**src/rtl/bss_pkg.sv**
```systemverilog
`timescale 1ns / 1ps

package bss_pkg;

  localparam int MAX_NEEDLE = 16;
  localparam longint MAX_HAYSTACK = 65536;

  localparam int NEEDLE_LEN_W = $clog2(MAX_NEEDLE + 1);
  localparam int HAY_COUNT_W = $clog2(MAX_HAYSTACK + 1);
  localparam int POS_W = 16;

  typedef enum logic [1:0] {
    KIND_START    = 2'd0,
    KIND_NEEDLE   = 2'd1,
    KIND_HAYSTACK = 2'd2,
    KIND_FINISH   = 2'd3
  } kind_t;

  typedef struct packed {
    logic clear;
    logic needle_shift;
    logic window_shift;
  } cell_ctrl_t;

endpackage

```
**src/rtl/bss_cell.sv**
```systemverilog
`timescale 1ns / 1ps

module bss_cell (
  input  logic                clk,
  input  logic                rst,
  input  bss_pkg::cell_ctrl_t ctrl,
  input  logic [7:0]          needle_in,
  input  logic [7:0]          window_in,
  input  logic                active_in,
  output logic [7:0]          needle_out,
  output logic [7:0]          window_out,
  output logic                active_out,
  output logic                hit
);

  logic [7:0] needle_byte;
  logic [7:0] window_byte;
  logic       active;

  always_ff @(posedge clk) begin
    if (ctrl.needle_shift) begin
      needle_byte <= needle_in;
    end
  end

  always_ff @(posedge clk) begin
    if (rst || ctrl.clear) begin
      window_byte <= 8'd0;
      active      <= 1'b0;
    end else begin
      if (ctrl.window_shift) begin
        window_byte <= window_in;
      end
      if (ctrl.needle_shift) begin
        active <= active_in;
      end
    end
  end

  assign needle_out = needle_byte;
  assign window_out = window_byte;
  assign active_out = active;
  assign hit        = !active || (needle_byte == window_byte);

endmodule

```
**src/rtl/byte_substring_search_unit.sv**
```systemverilog
`timescale 1ns / 1ps

// out_valid rises once a finish transaction accepted at the input has passed the token
// register (tok) and loaded the output register.
// One transaction per cycle while in_ready is high; the row of compare cells checks the
// whole window against the needle in the cycle after each haystack byte.
// Input stalls only while a second result is ready and the output register is full.
// Reset is synchronous and clears the search and sets the direction to forward.
module byte_substring_search_unit (
  input  logic        clk,
  input  logic        rst,
  input  logic        cfg_we,
  input  logic        cfg_data,
  input  logic        in_valid,
  output logic        in_ready,
  input  logic [1:0]  kind,
  input  logic [7:0]  data_byte,
  output logic        out_valid,
  input  logic        out_ready,
  output logic        found,
  output logic [15:0] match_position,
  output logic        needle_overflow,
  output logic        haystack_overflow
);

  localparam int N = bss_pkg::MAX_NEEDLE;
  localparam int LW = bss_pkg::NEEDLE_LEN_W;
  localparam int CW = bss_pkg::HAY_COUNT_W;
  localparam int PW = bss_pkg::POS_W;

  typedef struct packed {
    logic              valid;
    bss_pkg::kind_t    op;
    logic              dir;
    logic [PW-1:0]     pos;
    logic              needle_empty;
    logic              empty_found;
    logic              ntl;
    logic              hov;
  } token_t;

  logic              search_direction;
  logic [LW-1:0]     needle_length;
  logic [CW-1:0]     haystack_count;
  logic              needle_too_long;
  logic              haystack_too_long;
  logic              match_seen;
  logic [PW-1:0]     kept_position;
  token_t            tok;
  token_t            tok_next;

  logic              stall;
  logic              accept;
  bss_pkg::kind_t    in_kind;
  logic              needle_take;
  logic              hay_take;
  logic [CW-1:0]     count_inc;
  bss_pkg::cell_ctrl_t ctrl;

  logic [7:0]        needle_link [N+1];
  logic [7:0]        window_link [N+1];
  logic              active_link [N+1];
  logic [N-1:0]      hits;
  logic              all_hit;

  assign stall    = tok.valid && (tok.op == bss_pkg::KIND_FINISH) && out_valid && !out_ready;
  assign in_ready = !stall;
  assign accept   = in_valid && !stall;
  assign in_kind  = bss_pkg::kind_t'(kind);

  assign needle_take = accept && (in_kind == bss_pkg::KIND_NEEDLE) &&
                       (haystack_count == '0) && !haystack_too_long &&
                       (needle_length < LW'(N));
  assign hay_take    = accept && (in_kind == bss_pkg::KIND_HAYSTACK) &&
                       (haystack_count < CW'(bss_pkg::MAX_HAYSTACK));
  assign count_inc   = haystack_count + CW'(1);

  assign ctrl.clear        = accept && (in_kind == bss_pkg::KIND_START);
  assign ctrl.needle_shift = needle_take;
  assign ctrl.window_shift = hay_take;

  assign needle_link[0] = data_byte;
  assign window_link[0] = data_byte;
  assign active_link[0] = 1'b1;

  for (genvar k = 0; k < N; k++) begin : g_cell
    bss_cell u_cell (
      .clk        (clk),
      .rst        (rst),
      .ctrl       (ctrl),
      .needle_in  (needle_link[k]),
      .window_in  (window_link[k]),
      .active_in  (active_link[k]),
      .needle_out (needle_link[k+1]),
      .window_out (window_link[k+1]),
      .active_out (active_link[k+1]),
      .hit        (hits[k])
    );
  end

  assign all_hit = &hits;

  always_comb begin
    tok_next              = '0;
    tok_next.op           = in_kind;
    tok_next.dir          = search_direction;
    tok_next.needle_empty = (needle_length == '0);
    tok_next.ntl          = needle_too_long;
    tok_next.hov          = haystack_too_long;
    case (in_kind)
      bss_pkg::KIND_START: begin
        tok_next.valid = accept;
      end
      bss_pkg::KIND_HAYSTACK: begin
        tok_next.valid = hay_take && (needle_length != '0) && !needle_too_long &&
                         (count_inc >= CW'(needle_length));
        tok_next.pos   = PW'(count_inc - CW'(needle_length));
      end
      bss_pkg::KIND_FINISH: begin
        tok_next.valid       = accept;
        tok_next.empty_found = !search_direction || (haystack_count != '0);
        tok_next.pos         = search_direction ? PW'(haystack_count - CW'(1)) : '0;
      end
      default: begin
        tok_next.valid = 1'b0;
      end
    endcase
  end

  always_ff @(posedge clk) begin
    if (rst) begin
      search_direction  <= 1'b0;
      needle_length     <= '0;
      haystack_count    <= '0;
      needle_too_long   <= 1'b0;
      haystack_too_long <= 1'b0;
      tok.valid         <= 1'b0;
    end else begin
      if (cfg_we) begin
        search_direction <= cfg_data;
      end
      if (!stall) begin
        tok <= tok_next;
      end
      if (ctrl.clear) begin
        needle_length     <= '0;
        haystack_count    <= '0;
        needle_too_long   <= 1'b0;
        haystack_too_long <= 1'b0;
      end else if (accept && (in_kind == bss_pkg::KIND_NEEDLE) &&
                   (haystack_count == '0) && !haystack_too_long) begin
        if (needle_take) begin
          needle_length <= needle_length + LW'(1);
        end else begin
          needle_too_long <= 1'b1;
        end
      end else if (accept && (in_kind == bss_pkg::KIND_HAYSTACK)) begin
        if (hay_take) begin
          haystack_count <= count_inc;
        end else begin
          haystack_too_long <= 1'b1;
        end
      end
    end
  end

  always_ff @(posedge clk) begin
    if (rst) begin
      match_seen    <= 1'b0;
      kept_position <= '0;
      out_valid     <= 1'b0;
    end else begin
      if (!stall && tok.valid && (tok.op == bss_pkg::KIND_FINISH)) begin
        out_valid <= 1'b1;
      end else if (out_valid && out_ready) begin
        out_valid <= 1'b0;
      end
      if (!stall && tok.valid) begin
        case (tok.op)
          bss_pkg::KIND_START: begin
            match_seen    <= 1'b0;
            kept_position <= '0;
          end
          bss_pkg::KIND_HAYSTACK: begin
            if (all_hit && (tok.dir || !match_seen)) begin
              match_seen    <= 1'b1;
              kept_position <= tok.pos;
            end
          end
          bss_pkg::KIND_FINISH: begin
            needle_overflow   <= tok.ntl;
            haystack_overflow <= tok.hov;
            if (tok.ntl) begin
              found          <= 1'b0;
              match_position <= '0;
            end else if (tok.needle_empty) begin
              found          <= tok.empty_found;
              match_position <= tok.empty_found ? tok.pos : '0;
            end else begin
              found          <= match_seen;
              match_position <= match_seen ? kept_position : '0;
            end
          end
          default: begin
          end
        endcase
      end
    end
  end

endmodule

```
**config.mk**
```make
export PLATFORM = sky130hd
export DESIGN_NAME = byte_substring_search_unit
export DESIGN_NICKNAME = d
export VERILOG_FILES = /design/src/rtl/bss_pkg.sv /design/src/rtl/bss_cell.sv /design/src/rtl/byte_substring_search_unit.sv
export SDC_FILE = /design/constraint.sdc
export NUM_CORES = 1
export LEC_CHECK = 0
export BUFFER_PORTS_ARGS = -buffer_cell sky130_fd_sc_hd__buf_2
export CELL_PAD_IN_SITES_DETAIL_PLACEMENT = 1
export CELL_PAD_IN_SITES_GLOBAL_PLACEMENT = 1
export CORE_ASPECT_RATIO = 1.75
export CORE_MARGIN = 2
export CORE_UTILIZATION = 45
export DETAILED_ROUTE_END_ITERATION = 10
export PLACE_DENSITY = 0.81
export SYNTH_ARGS = -nofsm -noshare
export SYNTH_HDL_FRONTEND = slang
export SYNTH_SLANG_ARGS = --single-unit
```
**constraint.sdc**
```tcl
create_clock -name clk -period 10.93 [get_ports clk]
set_input_delay 0.5465 -clock clk [delete_from_list [all_inputs] [get_ports clk]]
set_output_delay 0.5465 -clock clk [all_outputs]
set_load 0.03 [all_outputs]
```
==> summary.md, run 1 <==
| Metric | Value |
|---|---|
| Status | `complete, no violations` |
| Post-route DRC | `0` |
| Power per Cell Area | `163 nW/um^2` |
| Starting Density | `45.5%` |
| Post-CTS Setup Bufs | `0` |
| Relative slew slack | `16.4%` |
| GR Layer Usage met1 | `22.2%` |
| Grt peak-use layer | `met2` |
| Share of cells above drive strength 1 | `7.41%` |
| Grt total ovfl | `0` |
| Clock share of power | `42.8%` |
| Post-synth EDFFs | `170` |
| Most frequent cell after synthesis | `nand2_1` |
| Clk_lat worst skew | `540 ps` |
| Synth Flop Type | `dfxtp_1` |
| Startpoint Class | `flop` |
| CP max-delay cell | `buf_4` |
| N_diodes | `0` |
| Hold Crit Class | `in2reg` |
| Ys async rst share | `0%` |
| CTS resizes | `0` |
| 1st-iter DRT viols | `614` |
| Final WL | `37100 um` |
| Dpl cells | `1828` |
| Num ports | `37` |
| Avg Inst Size Synth | `10.2 um^2` |
| Vias in the first global route | `11200` |
| # setup viols final | `0` |
| Clk sinks | `358` |
| P&R area growth vs syn | `10.2%` |
| Sequential power share | `53.4%` |
| Final setup TNS | `0 ps` |
| Final Hold Vio Count | `0` |
| Area occupied by multi-input gates | `5730 um^2` |
| CTS Buf Count | `34` |
| Cts hold-fix bufs | `0` |
| Mapped Cells | `1463` |
| Row count | `88` |
| Max frequency | `0.245 GHz` |
| CP delay by family, top | `simple AND/OR/NAND/NOR gates` |
| Clk buf depth | `3` |
| Largest stage delay, worst path | `810 ps` |
| First-pass iteration count of the detailed router | `4` |
| Met3 Resource Use GR | `2.49%` |
| Peak VDD IR | `0.131 mV` |
| Met2 usage | `42.5%` |
| Synth Net Count | `1495` |
| Die Height | `245 um` |
| Worst Tran Pin Value | `1250 ps` |
| Root buffer cell | `clkbuf_16` |
| Critical path, cell by cell | `or3_1, or4b_4, or4_4, nor3_4, buf_4, buf_4` |
| Synth Warn # | `0` |
| Count of cell types in the netlist | `62` |
| Leak Pwr | `5.18 nW` |
| Seq. cell area | `8870 um^2` |
| Combinational share of power | `3.8%` |
| Pwr Total | `2.70 mW` |
| Leading cell types by count after synthesis | `nand2_1, dfxtp_1, edfxtp_1` |
| H-tree levels | `2` |
| IO buf count | `36` |
| CP most frequent cell | `buf_4` |
| Dpl ws | `6860 ps` |
| Final cell count without fillers | `1889` |
| Die outline area | `34800 um^2` |
| CTS tree | `yes` |
| Final net count | `1491` |
| Final worst slack | `6850 ps` |
| CORE AREA | `32900 um^2` |
| Via count | `10500` |
| WP data arrival | `4230 ps` |
| Gp weighted congestion | `0.881` |
| Global-route wire length before repair | `59400 um` |
| CTS clk-pin slew, worst paths | `70 ps` |
| Die W | `142 um` |
| Sw Ratio | `22.4%` |
| Filler Cell Count | `3587` |
| Average wire per standard cell | `19.6 um` |
| Synth Register Bits | `358` |
| Yosys top cell area share | `34.1%` |
| Pint | `2.09 mW` |
| CP max FO | `68` |
| RSZ-0062 raised after global routing | `false` |
| WP buf/inv | `2` |
| Max-slew violations | `0` |
| Switch Pwr | `0.604 mW` |
| Req. time, crit path | `11070 ps` |
| Min cycle time layout | `4080 ps` |
| Yosys top cell by area | `edfxtp_1` |
| ANT nets after route | `0` |
| Initial antenna violation count | `0` |
| Area contributors post-synth | `edfxtp_1, dfxtp_1, xnor2_1, nand2_1, a21oi_1` |
| Final Cycle Share | `37.4%` |
| GRT Resource Usage Total | `21.7%` |
| Post-DP HPWL | `24600 um` |
| Register area share after synthesis | `59.2%` |
| Via/cell ratio | `5.55` |
| Mapped cell area | `15000 um^2` |
| Skew final | `28.3 ps` |
| Max Cap Viol | `0` |
| Largest net degree at the start of global routing | `99` |
| CP Capture Type | `flop` |
| Kind of critical path | `reg2reg` |
==> worst reg2reg max path, stage by stage (launching register included) <==
cell     delay, ps
dfxtp_1        410
or3_1          440
or4b_4         570
or4_4          540
nor3_4         120
buf_4          710
buf_4          900
==> cell usage in the layout (no fill, tap or decap), types with 3 or more instances in the layout <==
cell	n
a221oi_1	4
nor2b_1	7
a21oi_1	161
xnor2_1	160
nor3_1	13
buf_4	12
o21ai_0	24
o22ai_1	7
nand3_1	12
dfxtp_1	188
nand2_1	345
clkbuf_1	10
and4_1	3
nor2_1	63
nor4_1	6
inv_1	18
a22oi_1	17
edfxtp_1	170
clkbuf_16	35
o21a_1	5
clkbuf_8	3
o211ai_1	17
nor4b_1	3
xor2_1	14
clkinv_2	6
nand4_1	61
nand2b_1	3
and3_1	7
buf_2	36
and2_1	5
ha_1	15
==> power by group through the flow <==
stage	clock network [mW]	registers, mW	logic, mW
floorplan	0	1.47	0.0713
global placement	0	1.47	0.101
detailed placement	0	1.47	0.103
CTS	1.18	1.44	0.104
global route	1.22	1.44	0.112
finish	1.15	1.44	0.103
==> worst paths after layout <==
kind	slack, ps	startpoint	cells past startpoint	to
min	200	data_byte[6]	1	g_cell[0].u_cell.needle_out[6]$_DFFE_PP_
max	6850	haystack_count[7]$_SDFFE_PP0P_	6	g_cell[3].u_cell.needle_out[0]$_DFFE_PP_
min reg2reg	450	g_cell[15].u_cell.active_out$_SDFFE_PP0P_	2	g_cell[15].u_cell.active_out$_SDFFE_PP0P_
max reg2reg	6850	haystack_count[7]$_SDFFE_PP0P_	6	g_cell[3].u_cell.needle_out[0]$_DFFE_PP_
==> area by class of cell <==
| cell class | instances | share of cell area [%] |
|---|---|---|
| sequential | 358 | 53.7 |
| tap | 405 | 3.07 |
| timing repair buffer | 48 | 1.64 |
| multi-input combinational | 999 | 34.7 |
| clock inverter | 13 | 0.690 |
| clock buffer | 48 | 5.78 |
| inverter | 18 | 0.409 |
==> sequential cells by signal, summed over array words and instances (netlist names), 5 cells and up <==
name / cells
haystack_count: 17
g_cell.u_cell.needle_out: 128
match_position: 16
g_cell.u_cell.window_out: 128
g_cell.u_cell.active_out: 16
needle_length: 5
tok: 24
kept_position: 16
==> metrics by stage <==
stage / area (um^2) / hold WS, ps / utilization [%]
after floorplan: 15000 / 400 / -
after global placement: 15400 / 433 / 46.9
after detailed placement: 15400 / 431 / 46.9
after CTS: 16500 / 178 / 50.2
after global routing: 16500 / 186 / 50.2
final: 16500 / 198 / 50.2
==> per-layer routing <==
metal  wire length [um]  vias to the layer above  part of all wire (%)
met1              13400                     5167                    36
met3                940                      101                   2.5
met4               1950                        0                   5.2
met2              20800                      174                    56
li1                   -                     5047                     -
met5                  0                        -                     0
==> cell families after synthesis <==
family | synth area share (%)
AND/OR/NAND/NOR | 16.3
flip-flops | 59.2
AO/OA/AOI/OAI | 9.94
XOR/XNOR | 10.2
buffers and inverters | 2.81
adder cells (fa/ha/maj) | 1.39
multiplexers | 0.209
No activity file was read; power rests on OpenSTA's default activity.
==> run 2, diff against run 1 <==
Clock period 10.93 ns to 3.7 ns, I/O delays scaled along.
==> run 2 against run 1 <==
Combinational power grew to 3.2 times the previous value; critical path type unchanged; largest power group unchanged; critical path depth is 4 higher; cell area is 2.6% higher; critical endpoint is now tok[19]$_DFFE_PP_.
==> summary.md, run 2 (synthesis results as in run 1) <==
| Metric | Value |
|---|---|
| CP max FO | `10 (-85%)` |
| CP Capture Type | `flop` |
| ANT nets after route | `0 (unchanged)` |
| Post-CTS Setup Bufs | `0 (unchanged)` |
| Post-route DRC | `0 (unchanged)` |
| Worst reg2reg path depth | `10 (+4)` |
| Leak Pwr | `5.38 nW (+3.9%)` |
| GR Layer Usage met1 | `23.0% (+0.77 points)` |
| Num ports | `37 (unchanged)` |
| Average wire per standard cell | `19.8 um (+0.86%)` |
| Skew final | `29.6 ps (+1.34 ps)` |
| Post-DP HPWL | `25700 um (+4.7%)` |
| Gp weighted congestion | `0.903 (+2.5%)` |
| Final WL | `38000 um (+2.4%)` |
| Largest net degree at the start of global routing | `76 (-23%)` |
| Max frequency | `0.300 GHz (+23%)` |
| Critical path, cell by cell | `inv_1, ha_1, ha_1, nor2b_1, o31a_1, o21ai_0, nor3b_1, nand4_1, xnor2_1, o22ai_1` |
| Die W | `142 um (unchanged)` |
| Sw Ratio | `22.0% (-0.41 points)` |
| # setup viols final | `0 (unchanged)` |
| Commonest non-fill, non-tap cell in the layout | `nand2_1` |
| Final Hold Vio Count | `0 (unchanged)` |
| Switch Pwr | `1.82 mW (+200%)` |
| Worst setup startpoint | `haystack_count[0]$_SDFFE_PP0P_` |
| Filler Cell Count | `3537 (-1.4%)` |
| Final Cycle Share | `90.0% (+53 points)` |
| Pint | `6.45 mW (+210%)` |
| R2r setup slk | `370 ps (-6480 ps)` |
| Met2 usage | `43.1% (+0.53 points)` |
| Met3 Resource Use GR | `3.04% (+0.55 points)` |
| Status | `complete, no violations` |
| Worst Tran Pin Value | `1100 ps (-152 ps)` |
| Final worst slack | `371 ps (-6480 ps)` |
| Final core area utilization | `51.4% (+1.3 points)` |
| 1st-iter DRT viols | `527 (-14%)` |
| Final cell count without fillers | `1917 (+1.5%)` |
| Max-slew violations | `0 (unchanged)` |
| Global-route wire length before repair | `60900 um (+2.6%)` |
| Final setup TNS | `0 ps (unchanged)` |
| Sequential power share | `51.4% (-2.0 points)` |
| P&R area growth vs syn | `13.0%` |
| CTS Buf Count | `34 (unchanged)` |
| Final net count | `1518 (+1.8%)` |
| Die Height | `245 um (unchanged)` |
| CP max-delay cell | `dfxtp_1` |
| Root buffer cell | `clkbuf_16` |
| Grt peak-use layer | `met2` |
| Dpl ws | `410 ps (-6450 ps)` |
| Clk_lat worst skew | `540 ps (about the same)` |
| CTS clk-pin slew, worst paths | `70 ps (about the same)` |
| Starting Density | `45.5% (unchanged)` |
| Row count | `88 (unchanged)` |
| WP data arrival | `3570 ps (-660 ps)` |
| Fin Hold WS | `20.3 ps (-178 ps)` |
| Combinational share of power | `4.0% (+0.2 points)` |
| IO buf count | `36 (unchanged)` |
| FF-to-FF End | `tok[19]$_DFFE_PP_` |
| Clk buf depth | `3 (unchanged)` |
| Highest-count cells in the layout ignoring fill and taps | `nand2_1, dfxtp_1, edfxtp_1` |
| Relative slew slack | `26.4% (+10 points)` |
| RSZ-0062 raised after global routing | `false` |
| H-tree levels | `2 (unchanged)` |
| First-pass iteration count of the detailed router | `6 (+2)` |
| Share of cells above drive strength 1 | `8.53% (+1.1 points)` |
| Initial antenna violation count | `0 (unchanged)` |
| Largest stage delay, worst path | `540 ps (-270 ps)` |
| N_diodes | `0 (unchanged)` |
| Kind of critical path | `reg2reg` |
| Hold Crit Class | `in2reg` |
| Setup crit end | `tok[19]$_DFFE_PP_` |
| GRT Resource Usage Total | `22.2% (+0.50 points)` |
| Worst R2R Start | `haystack_count[0]$_SDFFE_PP0P_` |
| CP most frequent cell | `ha_1` |
| Clock share of power | `44.5% (+1.7 points)` |
| Grt total ovfl | `0 (unchanged)` |
| Power per Cell Area | `488 nW/um^2 (+200%)` |
| Die outline area | `34800 um^2 (unchanged)` |
| Req. time, crit path | `3940 ps (-7130 ps)` |
| CTS tree | `yes` |
| CTS resizes | `0 (unchanged)` |
| Vias in the first global route | `11500 (+2.5%)` |
| CORE AREA | `32900 um^2 (unchanged)` |
| Dpl cells | `1841 (+0.71%)` |
| Peak VDD IR | `0.380 mV (+190%)` |
| Via count | `10700 (+2.0%)` |
| Max Cap Viol | `0 (unchanged)` |
| Startpoint Class | `flop` |
| Min cycle time layout | `3330 ps (-754 ps)` |
| Via/cell ratio | `5.58 (+0.47%)` |
| Clk sinks | `358 (unchanged)` |
==> run 2: area by class of cell <==
cell class | instances | area, um^2 | share of cell area [%]
Inverter | 18 | 67.6 | 0.399
Clock inverter | 10 | 131 | 0.776
Timing Repair Buffer | 75 | 571 | 3.37
Sequential cell | 358 | 8870 | 52.4
Tap cell | 405 | 507 | 2.99
Clock buffer | 52 | 1060 | 6.26
Multi-Input combinational cell | 999 | 5730 | 33.8
==> run 2: power by group through the flow <==
stage	Clock [mW]	Sequential, mW	Combinational [mW]
after floorplan	0	4.33	0.212
after global placement	0	4.34	0.316
after detailed placement	0	4.34	0.322
after CTS	3.76	4.26	0.336
after global routing	3.90	4.26	0.363
final	3.68	4.26	0.332
==> run 2: per-layer routing <==
layer	share of wire (%)	vias to the layer above	routed length (um)
met4	5.0	0	1880
li1	-	5111	-
met1	36	5277	13800
met5	0	-	0
met3	3.0	103	1120
met2	56	203	21200
==> run 2: worst min path at each step <==
stage	from	to	slack, ps	depth (start not counted)
6_report	rst	out_valid$_SDFFE_PP0P_	20	2
3_3_place_gp	data_byte[1]	g_cell[0].u_cell.needle_out[1]$_DFFE_PP_	380	1
2_1_floorplan	data_byte[0]	g_cell[0].u_cell.needle_out[0]$_DFFE_PP_	280	0
5_1_grt	rst	out_valid$_SDFFE_PP0P_	40	2
3_5_place_dp	data_byte[5]	g_cell[0].u_cell.needle_out[5]$_DFFE_PP_	380	1
4_1_cts	rst	out_valid$_SDFFE_PP0P_	10	2
==> run 2: what timing repair did <==
item	4_1_cts	5_1_grt
setup endpoints to repair	0	0
hold endpoints to repair	20	0
hold buffers	14	0
==> run 2: worst max-delay path: cells and delay by family, from the launching register on <==
family                     cells  cell delay, ps
adders and majority gates      2             690
buffers and inverters          1             120
AOI/OAI and AO/OA              3             630
and+or+nand+nor                3             870
DFF                            1             540
xor gates and xnor gates       1             200
==> run 2: metrics by stage <==
| stage | area [um^2] | power (mW) |
|---|---|---|
| after floorplan | 15000 | 4.54 |
| after global placement | 15600 | 4.65 |
| after detailed placement | 15600 | 4.67 |
| after CTS | 16900 | 8.35 |
| after global routing | 16900 | 8.53 |
| final | 16900 | 8.27 |
==> run 3, diff against run 2 <==
Settings changed: CORE_UTILIZATION 45 to 47, CTS_BUF_LIST set to sky130_fd_sc_hd__clkbuf_8, PLACE_DENSITY 0.81 to 0.84.
==> run 3 against run 2 <==
First-iteration DRC count shrank 6.8%; sequential power about the same; cell area decreased by 0.57%; total power is 5.5% lower; final cell count increased by 1.4%; routed wire length increased by 1.6%; worst hold slack better by 25 ps; fmax increased by 3.9%; highest routed layer unchanged.
==> summary.md, run 3 (synthesis results as in run 1) <==
| Metric | Value |
|---|---|
| Fin Hold WS | `44.9 ps (+24.7 ps)` |
| Critical path, cell by cell | `inv_1, ha_1, ha_1, nor2b_1, o31a_1, o21ai_0, buf_4, nor3b_1, nand4_1, xnor2_1, o22ai_1` |
| CTS clk-pin slew, worst paths | `70 ps (about the same)` |
| CTS resizes | `0 (unchanged)` |
| FF-to-FF End | `tok[19]$_DFFE_PP_` |
| R2r setup slk | `500 ps (+130 ps)` |
| Share of cells above drive strength 1 | `9.63% (+1.1 points)` |
| Hold depth | `3 (+1)` |
| Via count | `10900 (+2.0%)` |
| Die outline area | `33400 um^2 (-4.2%)` |
| Worst Hold Path EP | `haystack_too_long$_SDFFE_PP0P_` |
| Post-route DRC | `0 (unchanged)` |
| Via/cell ratio | `5.61 (+0.58%)` |
| Met3 Resource Use GR | `3.11% (+0.069 points)` |
| Grt total ovfl | `0 (unchanged)` |
| Clk sinks | `358 (unchanged)` |
| Worst R2R Start | `haystack_count[0]$_SDFFE_PP0P_` |
| Final net count | `1536 (+1.2%)` |
| 1st-iter DRT viols | `491 (-6.8%)` |
| Largest stage delay, worst path | `530 ps (about the same)` |
| Final WL | `38600 um (+1.6%)` |
| Final cell count without fillers | `1944 (+1.4%)` |
| Final Cycle Share | `86.6% (-3.4 points)` |
| Final core area utilization | `53.6% (+2.2 points)` |
| Relative slew slack | `15.7% (-11 points)` |
| Commonest non-fill, non-tap cell in the layout | `nand2_1` |
| CP max FO | `10 (unchanged)` |
| Root buffer cell | `clkbuf_8` |
| Status | `complete, no violations` |
| Power per Cell Area | `464 nW/um^2 (-5.0%)` |
| Met2 usage | `45.6% (+2.5 points)` |
| H-tree levels | `2 (unchanged)` |
| First-pass iteration count of the detailed router | `5 (-1)` |
| Dpl cells | `1831 (-0.54%)` |
| Global-route wire length before repair | `61800 um (+1.4%)` |
| CP Capture Type | `flop` |
| # setup viols final | `0 (unchanged)` |
| Max-slew violations | `0 (unchanged)` |
| Max frequency | `0.312 GHz (+3.9%)` |
| Min cycle time layout | `3200 ps (-126 ps)` |
| Worst Tran Pin Value | `1260 ps (+161 ps)` |
| Vias in the first global route | `11700 (+1.4%)` |
| Highest-count cells in the layout ignoring fill and taps | `nand2_1, dfxtp_1, edfxtp_1` |
| Max Cap Viol | `0 (unchanged)` |
| Kind of critical path | `reg2reg` |
| Initial antenna violation count | `2 (+2)` |
| Min-delay src | `in_valid` |
| Clk_lat worst skew | `620 ps (+80 ps)` |
| Largest net degree at the start of global routing | `129 (+70%)` |
| Post-DP HPWL | `26000 um (+1.1%)` |
| P&R area growth vs syn | `12.4%` |
| Starting Density | `47.7% (+2.2 points)` |
| CP max-delay cell | `dfxtp_1` |
| Leak Pwr | `5.43 nW (+0.88%)` |
| CORE AREA | `31400 um^2 (-4.6%)` |
| Clk buf depth | `3 (unchanged)` |
| WP data arrival | `3520 ps (-50 ps)` |
| Peak VDD IR | `0.418 mV (+9.9%)` |
| Grt peak-use layer | `met2` |
| ANT nets after route | `0 (unchanged)` |
| Post-CTS Setup Bufs | `0 (unchanged)` |
| RSZ-0062 raised after global routing | `false` |
| Num ports | `37 (unchanged)` |
| Cts hold-fix bufs | `16 (+2)` |
| CTS Buf Count | `51 (+50%)` |
| Req. time, crit path | `4010 ps (+70 ps)` |
| Hold Crit Class | `in2reg` |
| Pwr Total | `7.82 mW (-5.5%)` |
| GR Layer Usage met1 | `23.3% (+0.31 points)` |
| Skew final | `36.0 ps (+6.41 ps)` |
| Die W | `139 um (-2.1%)` |
| Startpoint Class | `flop` |
| Gp weighted congestion | `0.886 (-1.9%)` |
| Final setup TNS | `0 ps (unchanged)` |
| Die Height | `240 um (-2.1%)` |
| Final Hold Vio Count | `0 (unchanged)` |
| Row count | `86 (-2.3%)` |
| CP most frequent cell | `ha_1` |
| Worst reg2reg path depth | `11 (+1)` |
| IO buf count | `36 (unchanged)` |
| GRT Resource Usage Total | `23.2% (+0.97 points)` |
| Average wire per standard cell | `19.8 um (+0.19%)` |
| CTS tree | `yes` |
run 3: changes by cell type in the layout (fill, tap and decap cells not counted), moves of 2 or more:
cell           before  now
clkbuf_16          35    0
buf_4              20   18
dlygate4sd3_1      14   16
clkbuf_1            5    0
inv_1              18   35
clkbuf_8           12   63
clkinv_2            1    8
run 3: how the worst max path moves through the flow:
stage                                               from                                        to  cells past startpoint
after floorplan           haystack_count[6]$_SDFFE_PP0P_  g_cell[0].u_cell.needle_out[0]$_DFFE_PP_                      5
after global placement    haystack_count[7]$_SDFFE_PP0P_  g_cell[0].u_cell.needle_out[5]$_DFFE_PP_                      5
after detailed placement  haystack_count[0]$_SDFFE_PP0P_                         tok[16]$_DFFE_PP_                     10
after CTS                 haystack_count[0]$_SDFFE_PP0P_                         tok[16]$_DFFE_PP_                     10
after global routing      haystack_count[0]$_SDFFE_PP0P_                         tok[19]$_DFFE_PP_                     11
final                     haystack_count[0]$_SDFFE_PP0P_                         tok[19]$_DFFE_PP_                     11
run 3: metal layers:
layer	part of all wire, %	vias up	wire [um]
met4	5.2	0	2010
li1	-	5169	-
met2	56	227	21600
met5	0	-	0
met3	2.9	118	1120
met1	36	5394	13900
run 3: worst max-delay path: cells and delay by family, from the launching register on:
kind	cells	cell delay, ps
flip-flops	1	530
adder cells (fa/ha/maj)	2	680
XOR/XNOR	1	240
buffers and inverters	2	290
AND/OR/NAND/NOR	3	650
AO/OA/AOI/OAI	3	540
run 3: stage by stage:
step	cell area, um^2	setup WS [ps]
global route	16800	324
global placement	15600	602
floorplan	15000	-1560
finish	16800	497
CTS	16800	550
detailed placement	15600	575
run 3: area by class of cell:
cell class	instances	area, um^2
clock inverter	33	211
antenna	1	2.50
clock buffer	63	867
multi-input combinational	999	5730
sequential	358	8870
tap	396	495
inverter	18	67.6
timing repair buffer	76	596
fill	3420	14600
run 3: report_power, final:
group,switching [mW],internal (mW)
Sequential,0.0477,4.21
Clock,1.53,1.69
Combinational,0.229,0.107
Total,1.81,6.01
